===== config.mk =====
export PLATFORM = sky130hd
export DESIGN_NAME = s5rc_fsm
export DESIGN_NICKNAME = d
export VERILOG_FILES = /design/src/rtl/s5rc_pkg.sv /design/src/rtl/s5rc_fsm.sv
export SDC_FILE = /design/constraint.sdc
export NUM_CORES = 1
export LEC_CHECK = 0
export BUFFER_PORTS_ARGS = -buffer_cell sky130_fd_sc_hd__buf_2
export CAP_MARGIN = 20
export CELL_PAD_IN_SITES_DETAIL_PLACEMENT = 1
export CELL_PAD_IN_SITES_GLOBAL_PLACEMENT = 1
export CORE_AREA = 8 8 75 142
export DETAILED_ROUTE_END_ITERATION = 16
export DIE_AREA = 0 0 83 150
export PLACE_DENSITY_LB_ADDON = 0.1
export SYNTH_ARGS = -nofsm -noshare
export SYNTH_HDL_FRONTEND = slang
export SYNTH_SLANG_ARGS = --single-unit

===== constraint.sdc =====
create_clock -name clk -period 2.4 [get_ports clk]
set_clock_uncertainty 0.1 [all_clocks]
set_input_delay 0.36 -clock clk [delete_from_list [all_inputs] [get_ports clk]]
set_output_delay 0.36 -clock clk [all_outputs]
set_load 0.02 [all_outputs]

===== src/rtl/s5rc_pkg.sv =====
// ----------------------------------------------------------------------------
// SOCKS5 client reply checker package
// Shared types, protocol constants and result codes.
// ----------------------------------------------------------------------------
package s5rc_pkg;

  localparam logic [7:0] SOCKS_VERSION   = 8'h05;
  localparam logic [7:0] AUTH_VERSION    = 8'h01;
  localparam logic [7:0] METHOD_NONE     = 8'h00;
  localparam logic [7:0] METHOD_USERPASS = 8'h02;
  localparam logic [7:0] AUTH_OK         = 8'h00;
  localparam logic [7:0] REP_SUCCEEDED   = 8'h00;
  localparam logic [7:0] RSV_VALUE       = 8'h00;
  localparam logic [7:0] ATYP_IPV4       = 8'h01;
  localparam logic [7:0] ATYP_DOMAIN     = 8'h03;
  localparam logic [7:0] ATYP_IPV6       = 8'h04;

  localparam int IPV4_ADDR_LEN = 4;
  localparam int IPV6_ADDR_LEN = 16;
  localparam int PORT_LEN      = 2;
  localparam int SKIP_W        = 9;

  localparam logic [SKIP_W-1:0] SKIP_IPV4 = SKIP_W'(IPV4_ADDR_LEN + PORT_LEN);
  localparam logic [SKIP_W-1:0] SKIP_IPV6 = SKIP_W'(IPV6_ADDR_LEN + PORT_LEN);
  localparam logic [SKIP_W-1:0] SKIP_PORT = SKIP_W'(PORT_LEN);

  localparam logic OP_BYTE    = 1'b0;
  localparam logic OP_RESTART = 1'b1;

  localparam logic [1:0] ST_PROGRESS  = 2'd0;
  localparam logic [1:0] ST_CONNECTED = 2'd1;
  localparam logic [1:0] ST_FAILED    = 2'd2;

  localparam logic [3:0] ERR_NONE        = 4'd0;
  localparam logic [3:0] ERR_GREET_VER   = 4'd1;
  localparam logic [3:0] ERR_METHOD      = 4'd2;
  localparam logic [3:0] ERR_AUTH        = 4'd3;
  localparam logic [3:0] ERR_REPLY_VER   = 4'd4;
  localparam logic [3:0] ERR_REFUSED     = 4'd5;
  localparam logic [3:0] ERR_RESERVED    = 4'd6;
  localparam logic [3:0] ERR_ADDR_TYPE   = 4'd7;
  localparam logic [3:0] ERR_AFTER_END   = 4'd8;

  localparam logic [1:0] SEND_NOTHING = 2'd0;
  localparam logic [1:0] SEND_AUTH    = 2'd1;
  localparam logic [1:0] SEND_CONNECT = 2'd2;

  typedef enum logic [2:0] {
    PH_GREET  = 3'd0,
    PH_AUTH   = 3'd1,
    PH_REPLY  = 3'd2,
    PH_DOMLEN = 3'd3,
    PH_SKIP   = 3'd4,
    PH_DONE   = 3'd5,
    PH_FAILED = 3'd6
  } phase_t;

  typedef struct packed {
    logic       operation;
    logic [7:0] rx_byte;
  } item_t;

  typedef struct packed {
    logic [1:0] status;
    logic [3:0] error_code;
    logic [1:0] send_next;
    logic [7:0] reply_code;
  } result_t;

endpackage


===== src/rtl/s5rc_fsm.sv =====
// ----------------------------------------------------------------------------
// SOCKS5 client reply checker phase logic
// Tracks the handshake phase and checks each received byte in one pass.
// ----------------------------------------------------------------------------
module s5rc_fsm
  import s5rc_pkg::*;
(
  input  logic    clk,
  input  logic    rst_n,
  input  logic    step,
  input  item_t   item,
  input  logic    creds_offered,
  output result_t result
);

  phase_t            phase_r, phase_nxt;
  logic [1:0]        idx_r, idx_nxt;
  logic [7:0]        held_r [3];
  logic [7:0]        held_nxt [3];
  logic [SKIP_W-1:0] skip_r, skip_nxt;

  always_ff @(posedge clk) begin
    if (!rst_n) begin
      phase_r <= PH_GREET;
      idx_r   <= 2'd0;
      skip_r  <= '0;
      for (int i = 0; i < 3; i++) begin
        held_r[i] <= 8'h00;
      end
    end else if (step) begin
      phase_r <= phase_nxt;
      idx_r   <= idx_nxt;
      skip_r  <= skip_nxt;
      for (int i = 0; i < 3; i++) begin
        held_r[i] <= held_nxt[i];
      end
    end
  end

  always_comb begin
    logic [7:0]        b;
    logic [SKIP_W-1:0] skip_dec;
    b         = item.rx_byte;
    skip_dec  = skip_r - SKIP_W'(1);
    phase_nxt = phase_r;
    idx_nxt   = idx_r;
    skip_nxt  = skip_r;
    for (int i = 0; i < 3; i++) begin
      held_nxt[i] = held_r[i];
    end
    result = '{status: ST_PROGRESS, error_code: ERR_NONE,
               send_next: SEND_NOTHING, reply_code: 8'h00};

    if (item.operation == OP_RESTART) begin
      phase_nxt = PH_GREET;
      idx_nxt   = 2'd0;
      skip_nxt  = '0;
      for (int i = 0; i < 3; i++) begin
        held_nxt[i] = 8'h00;
      end
    end else begin
      unique case (phase_r)
        PH_GREET: begin
          if (idx_r == 2'd0) begin
            held_nxt[0] = b;
            idx_nxt     = 2'd1;
          end else begin
            idx_nxt = 2'd0;
            if (held_r[0] != SOCKS_VERSION) begin
              result.error_code = ERR_GREET_VER;
            end else if (b == METHOD_USERPASS && creds_offered) begin
              result.send_next = SEND_AUTH;
              phase_nxt        = PH_AUTH;
            end else if (b == METHOD_NONE) begin
              result.send_next = SEND_CONNECT;
              phase_nxt        = PH_REPLY;
            end else begin
              result.error_code = ERR_METHOD;
            end
          end
        end
        PH_AUTH: begin
          if (idx_r == 2'd0) begin
            held_nxt[0] = b;
            idx_nxt     = 2'd1;
          end else begin
            idx_nxt = 2'd0;
            if (held_r[0] != AUTH_VERSION || b != AUTH_OK) begin
              result.error_code = ERR_AUTH;
            end else begin
              result.send_next = SEND_CONNECT;
              phase_nxt        = PH_REPLY;
            end
          end
        end
        PH_REPLY: begin
          if (idx_r != 2'd3) begin
            held_nxt[idx_r] = b;
            idx_nxt         = idx_r + 2'd1;
          end else begin
            idx_nxt           = 2'd0;
            result.reply_code = held_r[1];
            if (held_r[0] != SOCKS_VERSION) begin
              result.error_code = ERR_REPLY_VER;
            end else if (held_r[1] != REP_SUCCEEDED) begin
              result.error_code = ERR_REFUSED;
            end else if (held_r[2] != RSV_VALUE) begin
              result.error_code = ERR_RESERVED;
            end else if (b == ATYP_IPV4) begin
              skip_nxt  = SKIP_IPV4;
              phase_nxt = PH_SKIP;
            end else if (b == ATYP_IPV6) begin
              skip_nxt  = SKIP_IPV6;
              phase_nxt = PH_SKIP;
            end else if (b == ATYP_DOMAIN) begin
              phase_nxt = PH_DOMLEN;
            end else begin
              result.error_code = ERR_ADDR_TYPE;
            end
          end
        end
        PH_DOMLEN: begin
          skip_nxt  = {1'b0, b} + SKIP_PORT;
          phase_nxt = PH_SKIP;
        end
        PH_SKIP: begin
          skip_nxt = skip_dec;
          if (skip_dec == '0) begin
            result.status = ST_CONNECTED;
            phase_nxt     = PH_DONE;
          end
        end
        PH_DONE, PH_FAILED: begin
          result.error_code = ERR_AFTER_END;
        end
        default: begin
          result.error_code = ERR_AFTER_END;
        end
      endcase

      if (result.error_code != ERR_NONE) begin
        result.status = ST_FAILED;
        phase_nxt     = PH_FAILED;
        idx_nxt       = 2'd0;
      end
    end
  end

endmodule


# Yosys cells after proc, flatten, opt, wreduce, memory -nomap -nowiden
# Memory sizes are Yosys's and may differ from the RTL's.
# Index checks and enable logic that the tools add are counted.
[totals]
reg_bits = 14
latchBits = 0
ramBits = 24
rom_bits = 0
wordCells = 130
n_memories = 1
[op_classes]
add_sub_neg = 3
n_mul = 0
n_div = 0
magnitude_cmp = 2
n_eq_ne = 27
shift = 0
mux = 71
bitwise = 4
reduce_logical = 19
[memory_table]
columns = ["memory", "depth", "word_bits", "rd", "rd_clocked_by_memory_dff", "write_ports", "line", "text"]
rows = [
  ["held_r", 3, 8, 3, 0, 3, "s5rc_fsm.sv:18", "logic [7:0] held_r [3];"],
]
[ops]
columns = ["operator", "n"]
rows = [
  ["two-way mux 3 bit", 23],
  ["two-way mux 9 bit", 7],
  ["two-way mux 8 bit", 7],
  ["two-way mux 24 bit", 2],
  ["inequality test 4 bit, second input constant", 10],
  ["two-way mux 16 bit", 2],
  ["one-hot mux 9 bit (3 select lines)", 1],
  ["bitwise mux 24 bit", 1],
  ["two-way mux 2 bit", 12],
  ["nonzero test 8 bit", 3],
  ["demux 8 bit (select 2 bit)", 1],
  ["equality test 8 x 2 -> 1 bit, second input constant", 2],
  ["one-hot mux 4 bit (4 select lines)", 1],
  ["one-hot mux 8 bit (2 select lines)", 1],
  ["one-hot mux 3 bit (5 select lines)", 1],
  ["AND reduction 13 bit", 1],
  ["inequality test 3 bit, second input constant", 4],
  ["nonzero test 4 bit", 3],
  ["adder 8 x 2 -> 9 bit, second input constant", 1],
  ["logical NOT 9 bit", 1],
  ["subtractor 9 x 1 -> 9 bit, second input constant", 1],
  ["equality test 8 x 1 -> 1 bit, second input constant", 1],
  ["equality test 8 x 3 -> 1 bit, second input constant", 1],
  ["logical NOT 8 bit", 1],
  ["other kinds (25)", 38],
]

# Longest topological paths before layout
# Gate-level depths: netlist (run 1).
[depth]
word_depth = 13
mapped_depth = 9
ltp_nobuf = 9

# Least setup slack after synthesis (run 1)
# No wires, ideal clock.
[synth_path]
path_kind = "register to output"
from = "memory held_r[0][1]"
to = "output result[14] (netlist name)"
arrival_ns = 2.427
t_required_ns = 1.940
path_slack_ns = -0.487
path_stages_with_launch = 7
path_buffers = 0
path_cell_list = "edfxtp_1 > nor4b_2 > nand3_2 > nor4_2 > nor2_2 > or4_4 > nor3_1"
[synth_lines]
columns = ["item", "line", "text"]
rows = [
  ["start, declared", "s5rc_fsm.sv:18", ""],
  ["end, declared", "s5rc_fsm.sv:13", "output result_t result"],
]

==> results of run 1 <==
-- stage by stage --
step | worst slack (ns) | hold slack, ns
after floorplan | -0.170 | 0.371
after global placement | -0.316 | 0.434
after detailed placement | -0.383 | 0.444
after CTS | -0.649 | 0.361
after global routing | -0.720 | 0.376
final | -0.641 | 0.363
-- kinds of logic (layout without fill, tap and decap cells) --
| kind of cell | count (synthesis) | after routing | synth area share |
|---|---|---|---|
| simple gates | 165 | 165 | 0.300 |
| compound gates | 62 | 62 | 0.153 |
| flops | 38 | 38 | 0.338 |
| mux | 26 | 26 | 0.0883 |
| buf+inv | 25 | 139 | 0.0587 |
| xor+xnor | 11 | 11 | 0.0325 |
| fa+ha+maj | 7 | 7 | 0.0296 |
-- cell usage in the layout (no fill, tap or decap), drive strengths merged, types with 2 or more instances in the layout --
cell / instances
clkbuf: 5
a21boi: 5
inv: 5
edfxtp: 24
a22oi: 4
o31ai: 4
o41ai: 3
a311oi: 2
nor3: 13
nor4: 11
xor2: 5
nand3: 8
or4: 3
o21a: 2
nor2b: 6
a21oi: 20
and3: 4
nor4bb: 2
or3: 5
o21ai: 11
nor2: 40
and2: 10
nand2b: 4
xnor2: 6
clkinv: 2
mux2i: 25
dfxtp: 14
nor3b: 4
nand2: 48
buf: 126
ha: 7
-- sequential cells by signal (all words and copies together), names as in the netlist --
register and cells:
held_r 24, idx_r 2, phase_r 3, skip_r 9
-- worst paths after layout --
kind,from,to,slack [ns],cells after the start
setup / recovery,held_r[0][1],result[14],-0.64,8
hold / removal,rst_n,idx_r[1],0.36,3
setup reg to reg,held_r[0][1],phase_r[1],-0.34,9
hold reg to reg,skip_r[5],skip_r[5],0.46,2
-- worst max-delay path, stage by stage (launching register included) --
cell                       delay [ns]
sky130_fd_sc_hd__edfxtp_1        0.42
sky130_fd_sc_hd__buf_6           0.14
sky130_fd_sc_hd__nor4bb_1        0.25
sky130_fd_sc_hd__nand2_1         0.20
sky130_fd_sc_hd__a311oi_4        0.34
sky130_fd_sc_hd__o21ai_2         0.09
sky130_fd_sc_hd__or4_4           0.57
sky130_fd_sc_hd__nor3_4          0.13
sky130_fd_sc_hd__buf_6           0.14
-- area by class of cell --
cell class,count,area share
clock inverters,3,0.00935
flip-flops and latches,38,0.235
clock buffers,5,0.0292
well taps,102,0.0298
inverters,5,0.00438
repair buffers,126,0.221
multi-input cells,271,0.471
-- power by group through the flow --
stage	logic (mW)	registers [mW]	clock network (mW)
after floorplan	0.198	0.766	0
after global placement	0.360	0.770	0
after detailed placement	0.363	0.772	0
after CTS	0.394	0.761	0.794
after global routing	0.445	0.769	0.818
final	0.414	0.765	0.778
-- timing repair --
| action | in CTS | in global routing |
|---|---|---|
| pin swaps | 20 | 17 |
| endpoints found under the setup margin | 28 | 28 |
| endpoints found under the hold margin | 0 | 0 |
| setup buffers | 11 | 8 |
| resized for setup | 45 | 21 |
| hold buffers | 0 | 0 |
-- routing by layer --
layer,GRT usage,up-vias
li1,-,1436
met1,0.159,1469
met2,0.378,51
met3,0.0234,33
met4,0.120,0
met5,0,-
==> results.cfg, run 1 <==
[placement]
io_buf_count = 28
weighted_congestion_at_the_end_of_routability_driven_global_placement = 0.886
detailed_place.area_um2 = 3710
dp_cells = 526
post-dp-hpwl_mm = 8.79

[outcome]
run_status = finished, violations left
failed_checks = negative setup slack

[final_layout]
multiInputGateArea_um2 = 2020
instances_no_fill = 550
util_after_layout = 0.481
insertedDiodeCount = 0
n_fill_cell = 1048
post-route-cell-area_um2 = 4280
regArea_um2 = 1000
design.final.nets = 467
proportion_of_layout_cells_with_a_drive_suffix_above_1 = 0.413
layout-area-overhead-vs-synth_pct = 44.6

[synth]
area_leader_netlist = sky130_fd_sc_hd__edfxtp_1
avgSynthCellArea_um2 = 8.86
yosys_reg_bits = 38
synth_seq_area_share = 0.338
synth_top_cell_area_share = 0.243
mappedNetlistArea_um2 = 2960
netlist-cell-type-count = 69
number_of_enable_flip_flop_cells_after_synthesis = 24
yosys_warnings = 0
synth_ff_type = sky130_fd_sc_hd__edfxtp_1
yosysMostFrequentCell = sky130_fd_sc_hd__nand2_1
synth.top_cells.by_area = sky130_fd_sc_hd__edfxtp_1, sky130_fd_sc_hd__dfxtp_1, sky130_fd_sc_hd__mux2i_1
post_synth_most_frequent_cells = sky130_fd_sc_hd__nand2_1, sky130_fd_sc_hd__nor2_1, sky130_fd_sc_hd__mux2i_1, sky130_fd_sc_hd__edfxtp_1, sky130_fd_sc_hd__a21oi_1
synth_fp_nets = 354
postSynthCellCount = 334
synth-async-reset-ratio = 0

[routing]
drt.antenna.violating_nets = 0
detail_route.first_pass.iterations = 4
route.detailed.vias_per_inst = 5.43
met3RoutedLength_um = 178
detailroute.via_count = 2989
top_layer = met4
routed_wl_mm = 11.6
detail_route.wirelength.met1_mm = 3.96
wl_per_cell_um = 21.2
detail_route.drc_violations = 0
initialDrtViolationCount = 131
met2_wirelength_mm = 6.88

[setup_path]
cp-start-kind = register
setup.worst_path.class = reg2out
crit_fanout = 2
cp_data_arrival_time_ns = 2.58
required_ns = 1.94
crit_end_category = primary output

[sta]
timing.final.max_slew_violations = 0
setup_repair_after_global_routing_missed_its_margin = yes
setup_viol_count_final = 20
setup_tns_ns = -4.13
fmax_mhz = 329
final.setup.worst_slack_ns = -0.641
tightestPinTransition_ns = 0.620
remaining_max_slew_budget_at_the_tightest_pin = 0.585
layout_min_cycle_time_ns = 3.04
fin_crit_sh = 1.27
number_of_hold_violations_in_the_final_report = 0

[grt]
grt.overflow.total = 0
first_global_vias = 3275
grt_antenna_before_repair = 0
grt_util_all_layers = 0.185
grt_pass1_wl_mm = 18.0
grt_start_max_net_pins = 25

[floorplanning]
std_cell_rows = 49
effective_utilization_at_floorplan = 0.333
floorplan.die.height_um = 150
core_area_um2 = 8890
die_x_um = 83
total_die_area_um2 = 12500
top_level_ports = 29

[power_and_ir_drop]
power_frac_clock = 0.397
internal-power_mw = 1.41
cellPowerDensity_nw_per_um2 = 457
swShare = 0.279
post-layout-total-power_mw = 1.96
switching_power_uw = 546
share_seq_of_total_power = 0.391
combPwrFrac = 0.211
p_leak_nw = 1.81
max-vdd-ir-drop_mv = 0.314

[job]
max_cap_violations = 0

[worst_hold_path]
holdCritPathClass = in2reg

[clock_tree]
worst_setup_hold_path_clk_slew_ns = 0.06
tritoncts = yes
tritoncts.num_buffers = 5
clock_insertion_delay_at_the_later_pin_of_the_skew_report_ns = 0.29
cts_max_level = 2
cts.root.buffer_cell = sky130_fd_sc_hd__clkbuf_16
clockBufferDepth = 2
clock_sink_count = 38
No activity file was read; power rests on OpenSTA's default activity.
==> run 2, diff against run 1 <==
MAX_ROUTING_LAYER = met4   (was default)
clock period = 2.9 ns   (was 2.4 ns; I/O delays follow)
==> run 2 against run 1 <==
Compared with the run above:
- the flow still finishes with violations (negative setup slack)
- sequential cell count stayed put
- cell count is 9.5% lower
- critical path depth down 1
- clock power shrank 6.0%
- worst setup slack better by 0.50 ns
- power decreased by 16%
- combinational power shrank 35%
- via count decreased by 6.9%
- critical endpoint unchanged
==> results.cfg, run 2 (synthesis gave the netlist of run 1 again) <==
[outcome]
run_status = finished, violations left
failed_checks = negative setup slack

[routing]
routed_wl_mm = 10.6
route.detailed.vias_per_inst = 5.59
drt.antenna.violating_nets = 0
initialDrtViolationCount = 97
detail_route.first_pass.iterations = 4
wl_per_cell_um = 21.3
detailroute.via_count = 2784
detail_route.drc_violations = 0

[grt]
grt_pass1_wl_mm = 17.0
first_global_vias = 3133
grt_antenna_before_repair = 0
grt.overflow.total = 0
grt_util_all_layers = 0.177
grt_start_max_net_pins = 25

[floorplanning]
effective_utilization_at_floorplan = 0.333
std_cell_rows = 49
floorplan.die.height_um = 150
core_area_um2 = 8890
die_x_um = 83
top_level_ports = 29
total_die_area_um2 = 12500

[final_layout]
largest_registers_ranked_by_flip_flop_count = held_r (24), skip_r (9), phase_r (3)
largest_reg_flops = 24
layout_commonest_cell = sky130_fd_sc_hd__buf_4
proportion_of_layout_cells_with_a_drive_suffix_above_1 = 0.293
design.final.nets = 415
instances_no_fill = 498
mostFrequentLayoutCells = sky130_fd_sc_hd__buf_4, sky130_fd_sc_hd__nand2_1, sky130_fd_sc_hd__nor2_1
max_flop_register = held_r
layout-area-overhead-vs-synth_pct = 25.9
post-route-cell-area_um2 = 3730
insertedDiodeCount = 0

[setup_path]
crit_fanout = 4
cp_data_arrival_time_ns = 2.50
required_ns = 2.37
crit_end_category = primary output
cp-start-kind = register
setup.worst_path.class = reg2out

[clock_tree]
tritoncts.num_buffers = 5
clock_sink_count = 38
clockBufferDepth = 2
cts.root.buffer_cell = sky130_fd_sc_hd__clkbuf_16
tritoncts = yes
worst_setup_hold_path_clk_slew_ns = 0.06
clock_insertion_delay_at_the_later_pin_of_the_skew_report_ns = 0.29
cts_max_level = 2

[sta]
final.setup.worst_slack_ns = -0.139
number_of_hold_violations_in_the_final_report = 0
timing.final.max_slew_violations = 0
fmax_mhz = 329
fin_crit_sh = 1.05
timing.hold.ws_ns = 0.425
setup_repair_after_global_routing_missed_its_margin = yes
layout_min_cycle_time_ns = 3.04
setup_viol_count_final = 1
remaining_max_slew_budget_at_the_tightest_pin = 0.516
tightestPinTransition_ns = 0.721

[power_and_ir_drop]
max-vdd-ir-drop_mv = 0.337
power_frac_clock = 0.446
internal-power_mw = 1.21
share_seq_of_total_power = 0.389
swShare = 0.262
combPwrFrac = 0.165
p_leak_nw = 1.46
cellPowerDensity_nw_per_um2 = 440
switching_power_uw = 430

[placement]
post-dp-hpwl_mm = 8.30
io_buf_count = 28
detailed_place.area_um2 = 3400
dp_cells = 487
weighted_congestion_at_the_end_of_routability_driven_global_placement = 0.897

[worst_hold_path]
holdCritPathClass = reg2reg

[job]
max_cap_violations = 0
run 2: cell types whose count changed in the layout (fill, tap and decap cells not counted), moves of 3 or more:
| cell | delta |
|---|---|
| sky130_fd_sc_hd__a21boi_1 | -3 |
| sky130_fd_sc_hd__buf_2 | +5 |
| sky130_fd_sc_hd__nor3_2 | +3 |
| sky130_fd_sc_hd__buf_6 | -14 |
| sky130_fd_sc_hd__a21boi_0 | +3 |
| sky130_fd_sc_hd__nor3_4 | -5 |
| sky130_fd_sc_hd__nor4_1 | +3 |
| sky130_fd_sc_hd__buf_4 | -43 |
run 2: worst paths after layout:
check	startpoint	to	slack [ns]	cells past startpoint
setup / recovery	held_r[0][6]	result[14]	-0.14	7
hold / removal	idx_r[1]	idx_r[1]	0.43	2
setup reg to reg	held_r[0][6]	idx_r[0]	0.16	8
hold reg to reg	idx_r[1]	idx_r[1]	0.43	2
run 2: critical path, stage by stage (launching register included):
cell	delay (ns)
sky130_fd_sc_hd__edfxtp_1	0.43
sky130_fd_sc_hd__nor4b_4	0.40
sky130_fd_sc_hd__nand3_4	0.16
sky130_fd_sc_hd__nor4_4	0.34
sky130_fd_sc_hd__nor2_2	0.07
sky130_fd_sc_hd__or4_4	0.53
sky130_fd_sc_hd__nor3_2	0.12
sky130_fd_sc_hd__buf_4	0.16
run 2: cell type report:
class / count / area (um2)
timing repair buffer: 74 / 492
sequential: 38 / 1000
fill: 1080 / 5160
clock inverter: 3 / 63.8
clock buffer: 5 / 125
tap: 102 / 128
multi-input combinational: 271 / 1900
inverter: 5 / 18.8
run 2: metrics by stage:
stage	total power, mW	setup WS, ns	util	TNS (ns)
CTS	1.64	-0.223	0.409	-0.223
global placement	0.897	0.0199	0.383	0
detailed placement	0.901	-0.0212	0.383	-0.0212
global route	1.70	-0.231	0.419	-0.231
finish	1.64	-0.139	0.419	-0.139
floorplan	0.796	0.0428	-	0
run 2: power by group through the flow:
stage	Combinational (mW)	Clock [mW]	Sequential, mW
finish	0.271	0.731	0.638
global route	0.295	0.761	0.642
CTS	0.264	0.747	0.633
detailed placement	0.258	0	0.643
global placement	0.255	0	0.642
floorplan	0.162	0	0.634
run 2: timing repair:
item | in CTS | in global routing
pin swaps | 6 | 3
hold buffers | 0 | 0
setup endpoints to repair | 3 | 13
endpoints found under the hold margin | 0 | 0
gates resized for setup | 7 | 12
setup buffers | 2 | 1
run 2: routing by layer:
metal / vias up / part of all wire / GRT usage
met1: 1380 / 0.35 / 0.155
met2: 50 / 0.60 / 0.356
met5: - / 0 / -
li1: 1328 / - / -
met3: 26 / 0.016 / 0.0240
met4: 0 / 0.034 / 0.0841
